## config.mk

```make
export PLATFORM = sky130hd
export DESIGN_NAME = terminal_key_decoder_cursor_flat
export DESIGN_NICKNAME = d
export VERILOG_FILES = /design/src/rtl/tkd_pkg.sv /design/src/rtl/tkd_if.sv /design/src/rtl/terminal_key_decoder_cursor.sv /design/src/flat_wrapper.sv
export SDC_FILE = /design/constraint.sdc
export NUM_CORES = 1
export LEC_CHECK = 0
export CAP_MARGIN = 15
export CORE_UTILIZATION = 65
export DETAILED_ROUTE_END_ITERATION = 8
export DONT_BUFFER_PORTS = 1
export PLACE_DENSITY = 0.88
export SLEW_MARGIN = 20
export SYNTH_ARGS = -nofsm -noshare
export SYNTH_HDL_FRONTEND = slang
export SYNTH_SLANG_ARGS = --single-unit
```

## constraint.sdc

```tcl
create_clock -name clk_i -period 4.6 [get_ports clk_i]
set_input_delay 1.38 -clock clk_i [delete_from_list [all_inputs] [get_ports clk_i]]
set_output_delay 1.38 -clock clk_i [all_outputs]
set_load 0.02 [all_outputs]
```

## src/rtl/tkd_pkg.sv

```systemverilog
// ----------------------------------------------------------------------------
// tkd_pkg
// Shared widths and key codes for the terminal key decoder.
// ----------------------------------------------------------------------------
package tkd_pkg;

  localparam int unsigned ByteW = 8;
  localparam int unsigned KeyW  = 10;
  localparam int unsigned PosW  = 10;
  localparam int unsigned DimW  = 10;

  typedef logic [ByteW-1:0] byte_t;
  typedef logic [KeyW-1:0]  key_t;
  typedef logic [PosW-1:0]  pos_t;
  typedef logic [DimW-1:0]  dim_t;

  // Special key codes
  localparam key_t KeyPgUp = 10'd1000;
  localparam key_t KeyPgDn = 10'd1001;
  localparam key_t KeyHome = 10'd1002;
  localparam key_t KeyEnd  = 10'd1003;
  localparam key_t KeyDel  = 10'd1004;
  localparam key_t KeyQuit = 10'h011;
  localparam key_t KeyEsc  = 10'h01B;
  localparam key_t KeyLeft  = 10'h068; // h
  localparam key_t KeyDown  = 10'h06A; // j
  localparam key_t KeyUp    = 10'h06B; // k
  localparam key_t KeyRight = 10'h06C; // l

  // Sequence bytes
  localparam byte_t ChEsc     = 8'h1B;
  localparam byte_t ChBracket = 8'h5B; // [
  localparam byte_t ChO       = 8'h4F; // O
  localparam byte_t ChTilde   = 8'h7E; // ~
  localparam byte_t ChZero    = 8'h30;
  localparam byte_t ChNine    = 8'h39;

  // Screen size after reset
  localparam dim_t RowsReset = 10'd24;
  localparam dim_t ColsReset = 10'd80;

endpackage

```

## src/rtl/tkd_if.sv

```systemverilog
// ----------------------------------------------------------------------------
// tkd_in_if / tkd_out_if
// Valid/ready channels for input items and decoded keys.
// ----------------------------------------------------------------------------
interface tkd_in_if;
  import tkd_pkg::*;

  logic  valid;
  logic  ready;
  logic  func;
  byte_t data_byte;

  modport source (output valid, output func, output data_byte, input ready);
  modport sink   (input valid, input func, input data_byte, output ready);
endinterface

interface tkd_out_if;
  import tkd_pkg::*;

  logic valid;
  logic ready;
  key_t key_value;
  pos_t cursor_col;
  pos_t cursor_row;
  logic quit;

  modport source (output valid, output key_value, output cursor_col,
                  output cursor_row, output quit, input ready);
  modport sink   (input valid, input key_value, input cursor_col,
                  input cursor_row, input quit, output ready);
endinterface

```

## src/rtl/terminal_key_decoder_cursor.sv

```systemverilog
// ----------------------------------------------------------------------------
// terminal_key_decoder_cursor
// VT100 escape sequence decoder that reports one key per plain byte or ended
// sequence and tracks a cursor clamped to the configured screen size.
// ----------------------------------------------------------------------------
//
//  port     | direction | handshake            | carries
//  ---------+-----------+----------------------+--------------------------------
//  in_i     | sink      | valid / ready        | func, data_byte
//  out_o    | source    | valid / ready        | key_value, cursor_col/row, quit
//  APB      | slave     | psel/penable, pready | screen_rows @0x0, screen_cols @0x4
//
// One item per cycle sustained while the result is not stalled. Each item is
// registered in the input register; the parser, cursor and result register
// then update from it, and its key appears on out_o from the result register.
// Reset clears the parser, the cursor and both valid flags; the screen size
// returns to 24 x 80. A stalled result holds the input register, and in_i
// stays ready as long as the input register can move on.
// ----------------------------------------------------------------------------
module terminal_key_decoder_cursor (
  input  logic                  clk_i,
  input  logic                  rst_ni,
  tkd_in_if.sink                in_i,
  tkd_out_if.source             out_o,
  input  logic                  psel,
  input  logic                  penable,
  input  logic                  pwrite,
  input  logic [2:0]            paddr,
  input  logic [31:0]           pwdata,
  output logic [31:0]           prdata,
  output logic                  pready
);
  import tkd_pkg::*;

  localparam logic [2:0] AddrRows = 3'd0;
  localparam logic [2:0] AddrCols = 3'd4;

  localparam logic [1:0] PhIdle  = 2'd0;
  localparam logic [1:0] PhEsc   = 2'd1;
  localparam logic [1:0] PhFirst = 2'd2;
  localparam logic [1:0] PhDigit = 2'd3;

  // --------------------------------------------------------------------------
  // Configuration registers
  // --------------------------------------------------------------------------
  dim_t rows_q, cols_q;
  logic cfg_wr;

  assign pready = 1'b1;
  assign cfg_wr = psel & penable & pwrite;

  always_ff @(posedge clk_i or negedge rst_ni) begin
    if (!rst_ni) begin
      rows_q <= RowsReset;
      cols_q <= ColsReset;
    end else if (cfg_wr) begin
      if (paddr == AddrRows) rows_q <= pwdata[DimW-1:0];
      if (paddr == AddrCols) cols_q <= pwdata[DimW-1:0];
    end
  end

  always_comb begin
    prdata = '0;
    if (paddr == AddrRows) prdata = {{(32-DimW){1'b0}}, rows_q};
    if (paddr == AddrCols) prdata = {{(32-DimW){1'b0}}, cols_q};
  end

  // --------------------------------------------------------------------------
  // Input register
  // --------------------------------------------------------------------------
  logic  s1_valid_q;
  logic  s1_func_q;
  byte_t s1_byte_q;
  logic  out_free;
  logic  s1_adv;

  assign out_free   = !out_o.valid || out_o.ready;
  assign s1_adv     = s1_valid_q && out_free;
  assign in_i.ready = !s1_valid_q || out_free;

  always_ff @(posedge clk_i or negedge rst_ni) begin
    if (!rst_ni) begin
      s1_valid_q <= 1'b0;
    end else if (in_i.ready) begin
      s1_valid_q <= in_i.valid;
    end
  end

  always_ff @(posedge clk_i) begin
    if (in_i.valid && in_i.ready) begin
      s1_func_q <= in_i.func;
      s1_byte_q <= in_i.data_byte;
    end
  end

  // --------------------------------------------------------------------------
  // Sequence parser
  // --------------------------------------------------------------------------
  function automatic key_t tilde_key(byte_t d);
    key_t k;
    unique case (d)
      8'h31, 8'h37: k = KeyHome;
      8'h33:        k = KeyDel;
      8'h34, 8'h38: k = KeyEnd;
      8'h35:        k = KeyPgUp;
      8'h36:        k = KeyPgDn;
      default:      k = KeyEsc;
    endcase
    return k;
  endfunction

  function automatic key_t pair_key(byte_t a, byte_t b);
    key_t k;
    k = KeyEsc;
    if (a == ChBracket) begin
      unique case (b)
        8'h41:   k = KeyUp;
        8'h42:   k = KeyDown;
        8'h43:   k = KeyRight;
        8'h44:   k = KeyLeft;
        8'h48:   k = KeyHome;
        8'h46:   k = KeyEnd;
        default: k = KeyEsc;
      endcase
    end else if (a == ChO) begin
      if (b == 8'h48) k = KeyHome;
      if (b == 8'h46) k = KeyEnd;
    end
    return k;
  endfunction

  logic [1:0] phase_q, phase_d;
  byte_t      first_q, first_d;
  byte_t      second_q, second_d;
  logic       emit;
  key_t       key;
  logic       is_digit;

  assign is_digit = (s1_byte_q >= ChZero) && (s1_byte_q <= ChNine);

  always_comb begin
    phase_d  = phase_q;
    first_d  = first_q;
    second_d = second_q;
    emit     = 1'b0;
    key      = {{(KeyW-ByteW){1'b0}}, s1_byte_q};
    if (s1_adv) begin
      if (phase_q == PhIdle) begin
        if (!s1_func_q) begin
          if (s1_byte_q == ChEsc) begin
            phase_d = PhEsc;
          end else begin
            emit = 1'b1;
          end
        end
      end else if (s1_func_q) begin
        // timeout inside a sequence: report a bare ESC
        phase_d = PhIdle;
        emit    = 1'b1;
        key     = KeyEsc;
      end else begin
        unique case (phase_q)
          PhEsc: begin
            first_d = s1_byte_q;
            phase_d = PhFirst;
          end
          PhFirst: begin
            second_d = s1_byte_q;
            if (first_q == ChBracket && is_digit) begin
              phase_d = PhDigit;
            end else begin
              phase_d = PhIdle;
              emit    = 1'b1;
              key     = pair_key(first_q, s1_byte_q);
            end
          end
          default: begin
            phase_d = PhIdle;
            emit    = 1'b1;
            key     = (s1_byte_q == ChTilde) ? tilde_key(second_q) : KeyEsc;
          end
        endcase
      end
    end
  end

  always_ff @(posedge clk_i or negedge rst_ni) begin
    if (!rst_ni) begin
      phase_q  <= PhIdle;
      first_q  <= '0;
      second_q <= '0;
    end else begin
      phase_q  <= phase_d;
      first_q  <= first_d;
      second_q <= second_d;
    end
  end

  // --------------------------------------------------------------------------
  // Cursor
  // --------------------------------------------------------------------------
  dim_t rows_eff, cols_eff;
  pos_t col_q, col_d, row_q, row_d;

  assign rows_eff = (rows_q == '0) ? dim_t'(1) : rows_q;
  assign cols_eff = (cols_q == '0) ? dim_t'(1) : cols_q;

  always_comb begin
    col_d = col_q;
    row_d = row_q;
    if (emit) begin
      unique case (key)
        KeyLeft:  if (col_q != '0) col_d = col_q - pos_t'(1);
        KeyRight: if ({1'b0, col_q} + 11'd1 < {1'b0, cols_eff}) col_d = col_q + pos_t'(1);
        KeyUp:    if (row_q != '0) row_d = row_q - pos_t'(1);
        KeyDown:  if ({1'b0, row_q} + 11'd1 < {1'b0, rows_eff}) row_d = row_q + pos_t'(1);
        KeyHome:  col_d = '0;
        KeyEnd:   col_d = cols_eff - dim_t'(1);
        KeyPgUp:  row_d = '0;
        KeyPgDn:  row_d = rows_eff - dim_t'(1);
        default:  ;
      endcase
    end
  end

  always_ff @(posedge clk_i or negedge rst_ni) begin
    if (!rst_ni) begin
      col_q <= '0;
      row_q <= '0;
    end else begin
      col_q <= col_d;
      row_q <= row_d;
    end
  end

  // --------------------------------------------------------------------------
  // Result register
  // --------------------------------------------------------------------------
  logic out_valid_q;
  key_t out_key_q;
  pos_t out_col_q, out_row_q;
  logic out_quit_q;

  always_ff @(posedge clk_i or negedge rst_ni) begin
    if (!rst_ni) begin
      out_valid_q <= 1'b0;
    end else if (emit) begin
      out_valid_q <= 1'b1;
    end else if (out_o.ready) begin
      out_valid_q <= 1'b0;
    end
  end

  always_ff @(posedge clk_i) begin
    if (emit) begin
      out_key_q  <= key;
      out_col_q  <= col_d;
      out_row_q  <= row_d;
      out_quit_q <= (key == KeyQuit);
    end
  end

  assign out_o.valid      = out_valid_q;
  assign out_o.key_value  = out_key_q;
  assign out_o.cursor_col = out_col_q;
  assign out_o.cursor_row = out_row_q;
  assign out_o.quit       = out_quit_q;

  // --------------------------------------------------------------------------
  // Assertions
  // --------------------------------------------------------------------------
  a_quit_matches_key: assert property (@(posedge clk_i) disable iff (!rst_ni)
    out_valid_q |-> (out_quit_q == (out_key_q == KeyQuit)))
    else $error("quit flag disagrees with key");

  a_digit_phase: assert property (@(posedge clk_i) disable iff (!rst_ni)
    (phase_q == PhDigit) |-> (first_q == ChBracket &&
      second_q >= ChZero && second_q <= ChNine))
    else $error("digit phase without ESC [ digit");

  a_emit_shows: assert property (@(posedge clk_i) disable iff (!rst_ni)
    emit |=> out_valid_q)
    else $error("decoded key not presented");

  a_no_overwrite: assert property (@(posedge clk_i) disable iff (!rst_ni)
    (out_valid_q && !out_o.ready) |-> !emit)
    else $error("stalled result overwritten");

  a_ready_when_empty: assert property (@(posedge clk_i) disable iff (!rst_ni)
    !s1_valid_q |-> in_i.ready)
    else $error("input stalled with empty input register");

endmodule

```

## src/flat_wrapper.sv

```systemverilog
// flat-port wrapper written by rule: the top's interface ports become plain ports
module terminal_key_decoder_cursor_flat import tkd_pkg::*;
  (clk_i, rst_ni, psel, penable, pwrite, paddr, pwdata, prdata, pready, in_i_valid, in_i_func, in_i_data_byte, in_i_ready, out_o_valid, out_o_key_value, out_o_cursor_col, out_o_cursor_row, out_o_quit, out_o_ready);
  tkd_in_if in_i_i ();
  tkd_out_if out_o_i ();
  input  logic clk_i;
  input  logic rst_ni;
  input  logic psel;
  input  logic penable;
  input  logic pwrite;
  input  logic [2:0] paddr;
  input  logic [31:0] pwdata;
  output logic [31:0] prdata;
  output logic pready;
  input wire logic [$bits(in_i_i.valid)-1:0] in_i_valid;
  input wire logic [$bits(in_i_i.func)-1:0] in_i_func;
  input wire logic [$bits(in_i_i.data_byte)-1:0] in_i_data_byte;
  output wire logic [$bits(in_i_i.ready)-1:0] in_i_ready;
  output wire logic [$bits(out_o_i.valid)-1:0] out_o_valid;
  output wire logic [$bits(out_o_i.key_value)-1:0] out_o_key_value;
  output wire logic [$bits(out_o_i.cursor_col)-1:0] out_o_cursor_col;
  output wire logic [$bits(out_o_i.cursor_row)-1:0] out_o_cursor_row;
  output wire logic [$bits(out_o_i.quit)-1:0] out_o_quit;
  input wire logic [$bits(out_o_i.ready)-1:0] out_o_ready;
  assign in_i_i.valid = in_i_valid;
  assign in_i_i.func = in_i_func;
  assign in_i_i.data_byte = in_i_data_byte;
  assign in_i_ready = in_i_i.ready;
  assign out_o_valid = out_o_i.valid;
  assign out_o_key_value = out_o_i.key_value;
  assign out_o_cursor_col = out_o_i.cursor_col;
  assign out_o_cursor_row = out_o_i.cursor_row;
  assign out_o_quit = out_o_i.quit;
  assign out_o_i.ready = out_o_ready;
  terminal_key_decoder_cursor u_core (.clk_i(clk_i), .rst_ni(rst_ni), .in_i(in_i_i), .out_o(out_o_i), .psel(psel), .penable(penable), .pwrite(pwrite), .paddr(paddr), .pwdata(pwdata), .prdata(prdata), .pready(pready));
endmodule
```

Word-level counts from Yosys, hierarchy flattened. Cells that the tools add are included.

$add $sub $neg: 8. Magnitude comparators: 4. Equality and inequality tests: 31. Muxes and demuxes: 39. Bitwise operators: 4. Reduce and logical (&&, ||, !) cells: 22.

Operators with widths (number): 10-bit two-way mux (19); 10-bit one-hot mux with 4 select lines (2); 8-bit by 7-bit equality test with 1-bit output, second input constant (9); 10-bit one-hot mux with 6 select lines (1); 8-bit by 6-bit equality test with 1-bit output, second input constant (7); 10-bit one-hot mux with 5 select lines (1); 10-bit equality test, second input constant (4); 10-bit by 7-bit equality test with 1-bit output, second input constant (4); 10-bit by 1-bit subtractor with 10-bit output, second input constant (4); 10-bit by 1-bit adder with 11-bit output, second input constant (2); 11-bit by 10-bit < comparator with 1-bit output (2); 10-bit by 1-bit adder with 10-bit output, second input constant (2); 10-bit logical NOT (2); 10-bit one-hot mux with 2 select lines (1); 10-bit nonzero test (2); 10-bit by 5-bit equality test with 1-bit output, second input constant (1); 2-bit two-way mux (5); 8-bit by 5-bit equality test with 1-bit output, second input constant (1); 8-bit by 6-bit greater-or-equal comparator with 1-bit output, second input constant (1); 8-bit by 6-bit <= comparator with 1-bit output, second input constant (1); 1-bit two-way mux (8); 4-bit AND reduction (2); 1-bit logical AND (4); 2-bit != test, second input constant (2); 15 further kinds (21).

Register bits after elaboration: 100. Word-level logic and storage cells: 123.

Longest topological paths before layout. Gate-level depths: netlist (run 1).

Depth in word-level cells: 13. Gate-level depth with buffers: 16. Gate-level depth less buffers: 16.

Least setup slack after synthesis (run 1). OpenSTA, ideal clock, no wires.

Path kind: input to register. From: input port out_o_ready. To: register u_core.out_row_q[7], in the netlist u_core.out_o.cursor_row[7], data pin. Arrival: 3.671 ns. Data required time: 4.340 ns. Setup slack: 0.669 ns. Cell stages on the path: 9. Cells stage by stage: nor2b_1 nor3_1 a21oi_1 o21ai_2 and2b_1 nand4b_1 a21oi_1 o31ai_1 a22o_1.

Word-level cells in the longest chain between the ends: 6.

Ends and longest elaborated chain: from (decl) (RTL line flat_wrapper.sv:24) `input wire logic [$bits(out_o_i.ready)-1:0] out_o_ready;`; 1-bit logical OR (*) (RTL line terminal_key_decoder_cursor.sv:77) `assign out_free = !out_o.valid || out_o.ready;`; 1-bit logical AND (*) (RTL line terminal_key_decoder_cursor.sv:78) `assign s1_adv = s1_valid_q && out_free;`; 10-bit two-way mux (*) (RTL line terminal_key_decoder_cursor.sv:147) `if (s1_adv) begin`; named net u_core.key[7] (RTL line terminal_key_decoder_cursor.sv:136) `key_t key;`; 10-bit equality test or 10-bit by 7-bit equality test with 1-bit output (tied branches) (RTL line terminal_key_decoder_cursor.sv:212) `unique case (key)`; 10-bit one-hot mux with 4 select lines (*) (RTL line terminal_key_decoder_cursor.sv:212); 10-bit two-way mux (*) (RTL line terminal_key_decoder_cursor.sv:211) `if (emit) begin`; named net u_core.row_d[7] (RTL line terminal_key_decoder_cursor.sv:203) `pos_t col_q, col_d, row_q, row_d;`; to (signal assigned) (RTL line terminal_key_decoder_cursor.sv:258) `out_row_q <= row_d;`; to (decl) (RTL line terminal_key_decoder_cursor.sv:241) `pos_t out_col_q, out_row_q;`.

The timed path passes the listed nets; every way through them passes the cells marked *. A chain may end at the register's enable or synchronous reset.

Worst setup path after layout (run 1).
From: register u_core.row_q[0]. To: register u_core.out_row_q[2], in the netlist u_core.out_o.cursor_row[2], data pin.

Word-level cells in the longest chain between the ends: 5.

Ends and longest elaborated chain: from (decl) (RTL line terminal_key_decoder_cursor.sv:203); from (signal assigned) (RTL line terminal_key_decoder_cursor.sv:232) `row_q <= row_d;`; 10-bit by 1-bit adder with 11-bit output (RTL line terminal_key_decoder_cursor.sv:216) `KeyDown: if ({1'b0, row_q} + 11'd1 < {1'b0, rows_eff}) row_d = row_q + pos_t'(1);`; 11-bit by 10-bit < comparator with 1-bit output (RTL line terminal_key_decoder_cursor.sv:216); 10-bit two-way mux (RTL line terminal_key_decoder_cursor.sv:216); 10-bit one-hot mux with 4 select lines (*) (RTL line terminal_key_decoder_cursor.sv:212); 10-bit two-way mux (*) (RTL line terminal_key_decoder_cursor.sv:211); named net u_core.row_d[2] (RTL line terminal_key_decoder_cursor.sv:203).

Marked as above.

==> results_tabular.tex, run 1 <==
\begin{tabular}{lr}
\hline
Metric & Value \\
\hline
\multicolumn{2}{l}{\textbf{Run status}} \\
\quad Result of the run & completed \\
\multicolumn{2}{l}{\textbf{Synthesis}} \\
\quad Synthesized flop and latch total & 99 \\
\quad Synthesized area & 6890 um\^{}2 \\
\quad Post-synth EDFFs & 39 \\
\quad Sequential area share after synthesis & 0.389 \\
\quad Synth cell types & 92 \\
\quad Async SR Flop Fraction & 0.606 \\
\quad Main flop type after synthesis & sky130\_fd\_sc\_hd\_\_dfrtp\_1 \\
\quad Syn Area/Cell & 9.58 um\^{}2 \\
\quad Warning count from the yosys run & 0 \\
\quad Post-synthesis instance total & 719 \\
\multicolumn{2}{l}{\textbf{Clocking}} \\
\quad Latest clock arrival within the worst-skew pair & 0.39 ns \\
\quad Clock sink count & 99 \\
\quad Number of buffers inserted for hold repair after clock tree synthesis & 0 \\
\quad Number of levels the H-tree was split into & 3 \\
\quad Buffer levels on the longest clock path & 2 \\
\quad Clock transition at the registers of the reported paths & 0.10 ns \\
\quad Clock tree from TritonCTS & built \\
\quad Count of instances resized after the clock tree is built & 0 \\
\quad Clk Tree Root Cell & sky130\_fd\_sc\_hd\_\_clkbuf\_8 \\
\quad Post-CTS setup buffers & 0 \\
\quad Number of buffers added by the clock tree synthesis step & 9 \\
\multicolumn{2}{l}{\textbf{Detailed routing}} \\
\quad Via density per instance & 6.67 \\
\quad Remaining number of nets flagged by the antenna check after routing & 0 \\
\quad Vias after detailed routing & 5659 \\
\quad DR iter-0 viols & 455 \\
\quad Remaining design rule violation count & 0 \\
\quad Average detailed-routed wire length per instance & 20.5 um \\
\quad Total iterations of the first detailed-routing run & 6 \\
\quad Final wirelength & 17400 um \\
\multicolumn{2}{l}{\textbf{Run}} \\
\quad Maxcap violations & 0 \\
\multicolumn{2}{l}{\textbf{Setup path}} \\
\quad Capture instance of the worst register-to-register path & u\_core.out\_o.cursor\_row[2] \\
\quad Required time at the endpoint of the critical path & 4.82 ns \\
\quad Crit Path Class & reg2reg \\
\quad CP arrival & 4.19 ns \\
\quad Worst Setup End Kind & flip-flop \\
\quad Register-to-register path setup slack & 0.63 ns \\
\quad R2R Path Start & u\_core.row\_q[0] \\
\quad Worst reg2reg path depth & 13 \\
\quad Highest fanout seen on the critical path & 9 \\
\quad Critical path startpoint category & flip-flop \\
\multicolumn{2}{l}{\textbf{Global route}} \\
\quad Antenna violations before repair & 0 \\
\quad Number of global-route vias before repair & 5410 \\
\quad Largest net degree at the start of global routing & 61 \\
\quad GRT overflow & 0 \\
\quad Wire length of the first global-routing pass & 28300 um \\
\quad Global-route usage over all layers & 0.330 \\
\multicolumn{2}{l}{\textbf{Floorplanning}} \\
\quad Die height & 105 um \\
\quad Number of top-level design ports & 117 \\
\quad Horizontal die dimension & 105 um \\
\quad Core area & 10300 um\^{}2 \\
\quad Area enclosed by the die boundary & 11000 um\^{}2 \\
\quad Site Rows & 37 \\
\quad Effective utilization at floorplan & 0.667 \\
\multicolumn{2}{l}{\textbf{Power}} \\
\quad Worst vdd ir & 0.277 mV \\
\quad Power per standard cell area & 474 nW/um\^{}2 \\
\quad Leak Pwr & 0.00291 uW \\
\multicolumn{2}{l}{\textbf{STA}} \\
\quad Slew Limit Headroom & 0.549 \\
\quad Final critical-path share of the clock period & 0.863 \\
\quad Setup total negative slack & 0 ns \\
\quad Minimum clock period after layout & 3.97 ns \\
\quad Final setup viols & 0 \\
\quad Final hold violations & 0 \\
\quad Count of final max-slew check failures & 0 \\
\quad Highest attainable clock frequency & 0.252 GHz \\
\quad Post-route clock skew & 0.0135 ns \\
\quad Transition at the pin with the smallest max-transition slack & 0.668 ns \\
\quad RSZ-0062 raised after global routing & false \\
\multicolumn{2}{l}{\textbf{Cells and area}} \\
\quad Area of the multi-input gates & 3770 um\^{}2 \\
\quad Inserted Diodes & 0 \\
\quad Final Net Count & 785 \\
\quad Fraction of final layout cells with drive strength greater than 1 & 0.124 \\
\quad Area Overhead vs Synth & 3.30\% \\
\quad Fill cell total of the finished layout & 801 \\
\quad Seq. cell area & 2680 um\^{}2 \\
\quad Number of non-filler instances in the completed layout & 848 \\
\multicolumn{2}{l}{\textbf{Place}} \\
\quad Post-DP HPWL & 12900 um \\
\quad Routability Congestion & 0.952 \\
\quad Number of cells after detailed placement & 832 \\
\quad Port Buffers & 0 \\
\multicolumn{2}{l}{\textbf{Hold path}} \\
\quad Worst hold endpoint & u\_core.first\_q[3] \\
\quad Hold-critical path depth & 2 \\
\quad Worst Hold Launch & u\_core.first\_q[3] \\
\quad Worst min-delay path class & reg2reg \\
\hline
\end{tabular}
sequential cells by signal, summed over array words and instances (netlist names), 9 cells and up:
register and count:
u_core.col_q 10, u_core.cols_q 10, u_core.out_o.cursor_col 10, u_core.out_o.cursor_row 10, u_core.row_q 10, u_core.rows_q 10, u_core.out_o.key_value 9
worst max-delay path by stage:
stage / cells past startpoint / to / from
2_1_floorplan: 9 / u_core.out_o.cursor_row[7] / out_o_ready
3_3_place_gp: 11 / u_core.out_o.cursor_col[2] / out_o_ready
3_5_place_dp: 11 / u_core.out_o.cursor_col[2] / out_o_ready
4_1_cts: 13 / u_core.out_o.cursor_row[6] / u_core.row_q[0]
5_1_grt: 13 / u_core.out_o.cursor_row[2] / u_core.row_q[0]
6_report: 13 / u_core.out_o.cursor_row[2] / u_core.row_q[0]
cell families (layout without fill, tap and decap cells):
kind of cell	Yosys count	in the layout	share of synthesized area
compound gates	156	156	0.174
xor+xnor	32	32	0.0407
buf+inv	105	77	0.0752
fa+ha+maj	27	27	0.0490
mux	45	45	0.0712
flops	99	99	0.389
other cells	2	23	0.00109
simple gates	253	253	0.200
cells in the final DEF (no fill, tap or decap), types with 8 or more instances in the layout:
master                     synthesis  layout
sky130_fd_sc_hd__a21o_1            9       9
sky130_fd_sc_hd__a21oi_1          24      24
sky130_fd_sc_hd__a22o_1           12      12
sky130_fd_sc_hd__and3_1            8       8
sky130_fd_sc_hd__buf_4            24      13
sky130_fd_sc_hd__clkbuf_8          0       9
sky130_fd_sc_hd__conb_1            2      23
sky130_fd_sc_hd__dfrtp_1          56      56
sky130_fd_sc_hd__edfxtp_1         39      39
sky130_fd_sc_hd__ha_1             27      27
sky130_fd_sc_hd__inv_1            45      45
sky130_fd_sc_hd__mux2_2           32      32
sky130_fd_sc_hd__mux2i_1          13      13
sky130_fd_sc_hd__nand2_1          44      44
sky130_fd_sc_hd__nand2b_1         16      16
sky130_fd_sc_hd__nand3_1          24      24
sky130_fd_sc_hd__nand4_1          20      20
sky130_fd_sc_hd__nor2_1           53      53
sky130_fd_sc_hd__nor2b_1          10      10
sky130_fd_sc_hd__nor3_1           20      20
sky130_fd_sc_hd__nor4_1           16      16
sky130_fd_sc_hd__o211ai_1          9       9
sky130_fd_sc_hd__o21ai_0          23      23
sky130_fd_sc_hd__xnor2_1          25      25
report_power, final:
part / total, uW / internal, uW / switching [uW]
clock network: 571 / 256 / 315
registers: 1520 / 1190 / 328
logic: 1290 / 490 / 800
per-stage QoR:
stage	hold slack, ns	setup WS [ns]	total power [uW]	utilization	area [um^2]
2_1_floorplan	0.443	0.669	2460	-	6970
3_3_place_gp	0.462	0.406	2730	0.670	6920
3_5_place_dp	0.484	0.411	2780	0.670	6920
4_1_cts	0.504	0.745	3360	0.689	7120
5_1_grt	0.511	0.495	3560	0.689	7120
6_report	0.500	0.631	3380	0.689	7120
cell usage after synthesis, drive strengths merged (21+ instances only):
| cell | instances | area, um^2 |
|---|---|---|
| dfrtp | 56 | 1400 |
| nor2 | 53 | 199 |
| inv | 47 | 179 |
| nand2 | 45 | 185 |
| edfxtp | 39 | 1170 |
| buf | 35 | 253 |
| mux2 | 32 | 360 |
| ha | 27 | 338 |
| o21ai | 26 | 138 |
| a21oi | 25 | 129 |
| nand3 | 25 | 130 |
| xnor2 | 25 | 219 |
| clkbuf | 23 | 86.3 |
| nor3 | 21 | 116 |
worst max-delay path: stages (launching register included):
cell,delay [ns]
sky130_fd_sc_hd__dfrtp_1,0.51
sky130_fd_sc_hd__ha_1,0.26
sky130_fd_sc_hd__and3_1,0.24
sky130_fd_sc_hd__and3_1,0.29
sky130_fd_sc_hd__nand3_1,0.16
sky130_fd_sc_hd__xnor2_1,0.16
sky130_fd_sc_hd__ha_1,0.31
sky130_fd_sc_hd__a22o_1,0.21
sky130_fd_sc_hd__o41ai_1,0.27
sky130_fd_sc_hd__o211ai_1,0.26
sky130_fd_sc_hd__a21oi_2,0.42
sky130_fd_sc_hd__a22oi_1,0.20
sky130_fd_sc_hd__o32a_1,0.34
sky130_fd_sc_hd__o22ai_1,0.18
routing by layer:
layer / track usage / up-vias / share of wire
met3: 0.0555 / 54 / 0.078
met4: 0.157 / 0 / 0.031
li1: - / 2579 / -
met1: 0.439 / 2727 / 0.42
met2: 0.527 / 299 / 0.47
met5: 0 / - / 0
layout make-up:
type / count / share of cell area
multi-input combinational: 536 / 0.530
sequential: 99 / 0.376
inverter: 47 / 0.0251
tap: 136 / 0.0239
clock buffer: 9 / 0.0174
timing repair buffer: 14 / 0.0165
clock inverter: 7 / 0.0107
Power figures use the tool's default switching activity.
==> inputs of run 2 (changes only) <==
--- a/config.mk
+++ b/config.mk
@@ -10,6 +10,7 @@
 export DETAILED_ROUTE_END_ITERATION = 8
 export DONT_BUFFER_PORTS = 1
 export PLACE_DENSITY = 0.88
+export RECOVER_POWER = 50
 export SLEW_MARGIN = 20
 export SYNTH_ARGS = -nofsm -noshare
 export SYNTH_HDL_FRONTEND = slang
==> run 2 against run 1 <==
  * Power barely moved
  * Largest power group unchanged
  * Worst hold slack improved by 0.00090 ns
  * Maximum frequency fell by 0.14%
  * Non-clock buffer count did not move
  * Sequential share of layout area barely moved
  * Cell area barely moved
  * Critical path type unchanged
  * Sequential power barely moved
  * Via count rose by 0.55%
  * Flip-flop and latch count did not move
  * Count of clock-buffer cells in the layout did not move
  * Routed wire length rose by 0.32%
  * Highest routed layer unchanged
  * Die area did not move
==> results_tabular.tex, run 2 (same netlist as run 1, synthesis figures left out) <==
\begin{tabular}{lr}
\hline
Metric & Value \\
\hline
\multicolumn{2}{l}{\textbf{STA}} \\
\quad Minimum clock period after layout & 3.97 ns \\
\quad Count of final max-slew check failures & 0 \\
\quad Final hold violations & 0 \\
\quad Slew Limit Headroom & 0.551 \\
\quad RSZ-0062 raised after global routing & false \\
\quad Highest attainable clock frequency & 0.252 GHz \\
\quad Transition at the pin with the smallest max-transition slack & 0.674 ns \\
\quad Final setup viols & 0 \\
\quad Post-route clock skew & 0.0136 ns \\
\quad Setup total negative slack & 0 ns \\
\quad Final critical-path share of the clock period & 0.864 \\
\multicolumn{2}{l}{\textbf{Setup path}} \\
\quad Capture instance of the worst register-to-register path & u\_core.out\_o.cursor\_row[2] \\
\quad Worst Setup End Kind & flip-flop \\
\quad Highest fanout seen on the critical path & 9 \\
\quad Combined buffer and inverter count along the critical path & 0 \\
\quad Slowest stage cell, crit path & sky130\_fd\_sc\_hd\_\_dfrtp\_1 \\
\quad CP delay by family, top & compound AO/OA/AOI/OAI gates \\
\quad Slowest cell delay on critical path & 0.50 ns \\
\quad Register-to-register path setup slack & 0.63 ns \\
\quad CP arrival & 4.19 ns \\
\quad R2R Path Start & u\_core.row\_q[0] \\
\quad Cells along the critical path & ha\_1, and3\_1, and3\_1, nand3\_1, xnor2\_1, ha\_1, a22o\_1, o41ai\_1, o211ai\_1, a21oi\_2, a22oi\_1, o32a\_1, o22ai\_1 \\
\quad Crit Path Class & reg2reg \\
\quad Worst reg2reg path depth & 13 \\
\quad Required time at the endpoint of the critical path & 4.82 ns \\
\quad Critical path startpoint category & flip-flop \\
\multicolumn{2}{l}{\textbf{Floorplanning}} \\
\quad Number of top-level design ports & 117 \\
\quad Site Rows & 37 \\
\quad Area enclosed by the die boundary & 11000 um\^{}2 \\
\quad Die height & 105 um \\
\quad Horizontal die dimension & 105 um \\
\quad Core area & 10300 um\^{}2 \\
\quad Effective utilization at floorplan & 0.667 \\
\multicolumn{2}{l}{\textbf{Place}} \\
\quad Post-DP HPWL & 12900 um \\
\quad Routability Congestion & 0.952 \\
\quad Placed cell areas & 6920 um\^{}2 \\
\quad Port Buffers & 0 \\
\multicolumn{2}{l}{\textbf{Clocking}} \\
\quad Number of levels the H-tree was split into & 3 \\
\quad Clock tree from TritonCTS & built \\
\quad Clock transition at the registers of the reported paths & 0.10 ns \\
\quad Number of buffers inserted for hold repair after clock tree synthesis & 0 \\
\quad Post-CTS setup buffers & 0 \\
\quad Number of buffers added by the clock tree synthesis step & 9 \\
\quad Latest clock arrival within the worst-skew pair & 0.39 ns \\
\quad Count of instances resized after the clock tree is built & 0 \\
\quad Buffer levels on the longest clock path & 2 \\
\quad Clock sink count & 99 \\
\quad Clk Tree Root Cell & sky130\_fd\_sc\_hd\_\_clkbuf\_8 \\
\multicolumn{2}{l}{\textbf{Cells and area}} \\
\quad Final Net Count & 785 \\
\quad Most frequent standard cell in the layout excluding fill and tap cells & sky130\_fd\_sc\_hd\_\_dfrtp\_1 \\
\quad Highest-count cells in the layout ignoring fill and taps & sky130\_fd\_sc\_hd\_\_dfrtp\_1, sky130\_fd\_sc\_hd\_\_nor2\_1, sky130\_fd\_sc\_hd\_\_inv\_1, sky130\_fd\_sc\_hd\_\_nand2\_1, sky130\_fd\_sc\_hd\_\_edfxtp\_1 \\
\quad Fraction of final layout cells with drive strength greater than 1 & 0.121 \\
\quad Non-Filler Cell Area, Final & 7110 um\^{}2 \\
\quad Area Overhead vs Synth & 3.25\% \\
\quad Inserted Diodes & 0 \\
\multicolumn{2}{l}{\textbf{Global route}} \\
\quad Wire length of the first global-routing pass & 28300 um \\
\quad Number of global-route vias before repair & 5410 \\
\quad Global-route usage over all layers & 0.330 \\
\quad GRT overflow & 0 \\
\quad Largest net degree at the start of global routing & 61 \\
\quad Antenna violations before repair & 0 \\
\multicolumn{2}{l}{\textbf{Power}} \\
\quad Worst vdd ir & 0.276 mV \\
\quad Leak Pwr & 0.00291 uW \\
\quad Power per standard cell area & 475 nW/um\^{}2 \\
\quad Total power & 3380 uW \\
\multicolumn{2}{l}{\textbf{Detailed routing}} \\
\quad Average detailed-routed wire length per instance & 20.6 um \\
\quad Total iterations of the first detailed-routing run & 6 \\
\quad Via density per instance & 6.71 \\
\quad Final wirelength & 17400 um \\
\quad Remaining design rule violation count & 0 \\
\quad DR iter-0 viols & 446 \\
\quad Vias after detailed routing & 5690 \\
\quad Remaining number of nets flagged by the antenna check after routing & 0 \\
\multicolumn{2}{l}{\textbf{Run status}} \\
\quad Result of the run & completed \\
\multicolumn{2}{l}{\textbf{Hold path}} \\
\quad Worst min-delay path class & reg2reg \\
\quad Hold-critical path depth & 2 \\
\quad Worst Hold Launch & u\_core.first\_q[3] \\
\quad Worst hold endpoint & u\_core.first\_q[3] \\
\multicolumn{2}{l}{\textbf{Run}} \\
\quad Maxcap violations & 0 \\
\hline
\end{tabular}
-- run 2: cell count changes in the layout (fill, tap and decap cells not counted), sizes merged --
cell / previous run / this run
buf: 14 / 13
clkbuf: 9 / 10
-- run 2: worst min-delay path, stage by stage (launching register included) --
cell and delay, ns:
sky130_fd_sc_hd__dfrtp_1 0.36, sky130_fd_sc_hd__nand2_1 0.05, sky130_fd_sc_hd__o21ai_0 0.06
-- run 2: through the flow --
| stage | std cells | hold slack (ns) | setup WS [ns] | util |
|---|---|---|---|---|
| after floorplan | 740 | 0.443 | 0.669 | - |
| after global placement | 832 | 0.462 | 0.406 | 0.670 |
| after detailed placement | 832 | 0.484 | 0.411 | 0.670 |
| after CTS | 848 | 0.504 | 0.745 | 0.689 |
| after global routing | 848 | 0.511 | 0.495 | 0.689 |
| final | 848 | 0.501 | 0.625 | 0.689 |
-- run 2: how the worst max path moves through the flow --
stage,slack (ns),depth (start not counted),startpoint,end
CTS,0.74,13,u_core.row_q[0],u_core.out_o.cursor_row[6]
finish,0.63,13,u_core.row_q[0],u_core.out_o.cursor_row[2]
detailed placement,0.41,11,out_o_ready,u_core.out_o.cursor_col[2]
floorplan,0.67,9,out_o_ready,u_core.out_o.cursor_row[7]
global placement,0.41,11,out_o_ready,u_core.out_o.cursor_col[2]
global route,0.50,13,u_core.row_q[0],u_core.out_o.cursor_row[2]
-- run 2: layer usage --
layer	share of wire	vias to the layer above	global-route usage
met4	0.032	0	0.157
met3	0.080	57	0.0555
li1	-	2582	-
met1	0.42	2739	0.439
met2	0.47	312	0.527
met5	0	-	0
-- run 2: cell type report --
type,instances,area (um^2)
clock buffers,9,124
inverters,47,179
multi-input cells,536,3770
repair buffers,14,114
flip-flops and latches,99,2680
fillers,803,3210
well taps,136,170
clock inverters,7,76.3
-- run 2: power breakdown --
part	internal, uW	leakage [uW]	switching (uW)	total (uW)
sequential	1190	0.00114	329	1520
clock	256	0.000102	315	571
combinational	488	0.00166	799	1290
total	1930	0.00291	1440	3380
==> inputs of run 3 (changes only) <==
--- a/config.mk
+++ b/config.mk
@@ -11,6 +11,7 @@
 export DONT_BUFFER_PORTS = 1
 export PLACE_DENSITY = 0.88
 export RECOVER_POWER = 50
+export REMOVE_ABC_BUFFERS = 1
 export SLEW_MARGIN = 20
 export SYNTH_ARGS = -nofsm -noshare
 export SYNTH_HDL_FRONTEND = slang
==> run 3 against run 2 <==
  * Clock power decreased by 3%
  * Non-clock buffer count decreased by 2
  * Flip-flop and latch count unchanged
  * Die area unchanged
  * Clock skew increased by 0.0024 ns
  * Routed wire length decreased by 3.8%
  * Power decreased by 0.93%
  * Register-to-register slack got worse by 0.11 ns
  * Worst hold slack got worse by 0.012 ns
  * Highest routed layer unchanged
==> results_tabular.tex, run 3 (same netlist as run 1, synthesis figures left out) <==
\begin{tabular}{lr}
\hline
Metric & Value \\
\hline
\multicolumn{2}{l}{\textbf{Run status}} \\
\quad Result of the run & completed \\
\multicolumn{2}{l}{\textbf{Clocking}} \\
\quad Clock transition at the registers of the reported paths & 0.10 ns \\
\quad Number of buffers inserted for hold repair after clock tree synthesis & 0 \\
\quad Clock sink count & 99 \\
\quad Clk Tree Root Cell & sky130\_fd\_sc\_hd\_\_clkbuf\_8 \\
\quad Number of levels the H-tree was split into & 3 \\
\quad Buffer levels on the longest clock path & 2 \\
\quad Latest clock arrival within the worst-skew pair & 0.39 ns \\
\quad Post-CTS setup buffers & 0 \\
\quad Clock tree from TritonCTS & built \\
\quad Count of instances resized after the clock tree is built & 0 \\
\quad Number of buffers added by the clock tree synthesis step & 9 \\
\multicolumn{2}{l}{\textbf{Detailed routing}} \\
\quad Remaining design rule violation count & 0 \\
\quad Average detailed-routed wire length per instance & 19.8 um \\
\quad DR iter-0 viols & 426 \\
\quad Vias after detailed routing & 5649 \\
\quad Via density per instance & 6.68 \\
\quad Total iterations of the first detailed-routing run & 5 \\
\quad Remaining number of nets flagged by the antenna check after routing & 0 \\
\quad Final wirelength & 16800 um \\
\multicolumn{2}{l}{\textbf{Place}} \\
\quad Number of cells after detailed placement & 830 \\
\quad Port Buffers & 0 \\
\quad Post-DP HPWL & 12400 um \\
\quad Setup slack at placement & 0.404 ns \\
\quad Routability Congestion & 0.982 \\
\multicolumn{2}{l}{\textbf{Global route}} \\
\quad Antenna violations before repair & 0 \\
\quad GRT overflow & 0 \\
\quad Global-route usage over all layers & 0.310 \\
\quad Wire length of the first global-routing pass & 26700 um \\
\quad Largest net degree at the start of global routing & 61 \\
\quad Number of global-route vias before repair & 5326 \\
\multicolumn{2}{l}{\textbf{Power}} \\
\quad Switching power share of the total & 0.437 \\
\quad Power per standard cell area & 473 nW/um\^{}2 \\
\quad Power share of the clock group & 0.165 \\
\quad Internal power summed over all cells & 1880 uW \\
\quad Combinational group share of total power & 0.380 \\
\quad NetSw & 1460 uW \\
\quad Leak Pwr & 0.00289 uW \\
\quad Sequential share of power & 0.455 \\
\quad Worst vdd ir & 0.308 mV \\
\multicolumn{2}{l}{\textbf{Floorplanning}} \\
\quad Die height & 105 um \\
\quad Horizontal die dimension & 105 um \\
\quad Effective utilization at floorplan & 0.667 \\
\quad Number of top-level design ports & 117 \\
\quad Site Rows & 37 \\
\quad Core area & 10300 um\^{}2 \\
\quad Area enclosed by the die boundary & 11000 um\^{}2 \\
\multicolumn{2}{l}{\textbf{STA}} \\
\quad Highest attainable clock frequency & 0.245 GHz \\
\quad Post-route clock skew & 0.0160 ns \\
\quad Final setup viols & 0 \\
\quad Count of final max-slew check failures & 0 \\
\quad Final-layout worst hold slack & 0.489 ns \\
\quad RSZ-0062 raised after global routing & false \\
\quad Slew Limit Headroom & 0.382 \\
\quad Minimum clock period after layout & 4.09 ns \\
\quad Final critical-path share of the clock period & 0.888 \\
\quad Setup slack after layout & 0.515 ns \\
\quad Setup total negative slack & 0 ns \\
\quad Transition at the pin with the smallest max-transition slack & 0.917 ns \\
\quad Final hold violations & 0 \\
\multicolumn{2}{l}{\textbf{Cells and area}} \\
\quad Fraction of final layout cells with drive strength greater than 1 & 0.115 \\
\quad Final Net Count & 783 \\
\quad Most frequent standard cell in the layout excluding fill and tap cells & sky130\_fd\_sc\_hd\_\_dfrtp\_1 \\
\quad Inserted Diodes & 0 \\
\quad Highest-count cells in the layout ignoring fill and taps & sky130\_fd\_sc\_hd\_\_dfrtp\_1, sky130\_fd\_sc\_hd\_\_nor2\_1, sky130\_fd\_sc\_hd\_\_inv\_1, sky130\_fd\_sc\_hd\_\_nand2\_1, sky130\_fd\_sc\_hd\_\_edfxtp\_1 \\
\quad Fill cell total of the finished layout & 789 \\
\quad Number of non-filler instances in the completed layout & 846 \\
\quad Area Overhead vs Synth & 2.71\% \\
\multicolumn{2}{l}{\textbf{Setup path}} \\
\quad CP arrival & 4.23 ns \\
\quad Worst Setup End Kind & flip-flop \\
\quad Highest fanout seen on the critical path & 11 \\
\quad Critical path startpoint category & flip-flop \\
\quad Required time at the endpoint of the critical path & 4.74 ns \\
\quad Crit Path Class & reg2reg \\
\multicolumn{2}{l}{\textbf{Hold path}} \\
\quad Worst min-delay path class & reg2reg \\
\multicolumn{2}{l}{\textbf{Run}} \\
\quad Maxcap violations & 0 \\
\hline
\end{tabular}
[run 3: changes by cell type in the layout (fill, tap and decap cells not counted), sizes merged]
cell    before  now
bufinv       1    0
inv         49   50
buf         13   11
[run 3: cell type report]
type / count / area (um^2) / share of cell area
repair buffers: 12 / 86.3 / 0.0122
inverters: 47 / 179 / 0.0253
flip-flops and latches: 99 / 2680 / 0.378
well taps: 136 / 170 / 0.0240
clock inverters: 7 / 70.1 / 0.00990
clock buffers: 9 / 124 / 0.0175
multi-input cells: 536 / 3770 / 0.533
[run 3: power by group through the flow]
stage,Sequential (uW),Clock [uW],Combinational (uW)
finish,1520,552,1270
global placement,1510,0,1210
detailed placement,1530,0,1250
floorplan,1460,0,955
global route,1550,592,1380
CTS,1510,562,1250
[run 3: critical path, cell delays in order, from the launching register on]
cell	delay, ns
sky130_fd_sc_hd__edfxtp_1	0.60
sky130_fd_sc_hd__nor4b_1	0.63
sky130_fd_sc_hd__nand4_1	0.29
sky130_fd_sc_hd__o31a_1	0.39
sky130_fd_sc_hd__o21ai_0	0.73
sky130_fd_sc_hd__and2b_1	0.32
sky130_fd_sc_hd__o211ai_2	0.18
sky130_fd_sc_hd__or2_1	0.30
sky130_fd_sc_hd__o221ai_1	0.14
sky130_fd_sc_hd__a22o_1	0.26
[run 3: final timing paths]
kind	from	endpoint	slack (ns)	cells past startpoint
max	u_core.s1_byte_q[4]	u_core.out_o.cursor_col[6]	0.51	9
min	u_core.first_q[3]	u_core.first_q[3]	0.49	2
max reg2reg	u_core.s1_byte_q[4]	u_core.out_o.cursor_col[6]	0.51	9
min reg2reg	u_core.first_q[3]	u_core.first_q[3]	0.49	2
max in group asynchronous	rst_ni	u_core.cols_q[6]	3.73	0
min in group asynchronous	rst_ni	u_core.col_q[3]	0.66	0
[run 3: routing by layer]
| layer | vias up | part of all wire | track usage |
|---|---|---|---|
| li1 | 2581 | - | - |
| met1 | 2684 | 0.43 | 0.420 |
| met2 | 335 | 0.45 | 0.475 |
| met3 | 49 | 0.091 | 0.0767 |
| met4 | 0 | 0.031 | 0.133 |
| met5 | - | 0 | 0 |
[run 3: per-stage QoR]
stage / power (uW) / cell area [um^2] / utilization
floorplan: 2410 / 6630 / -
global placement: 2720 / 6890 / 0.667
detailed placement: 2780 / 6890 / 0.667
CTS: 3330 / 7080 / 0.686
global route: 3520 / 7080 / 0.685
finish: 3340 / 7080 / 0.685
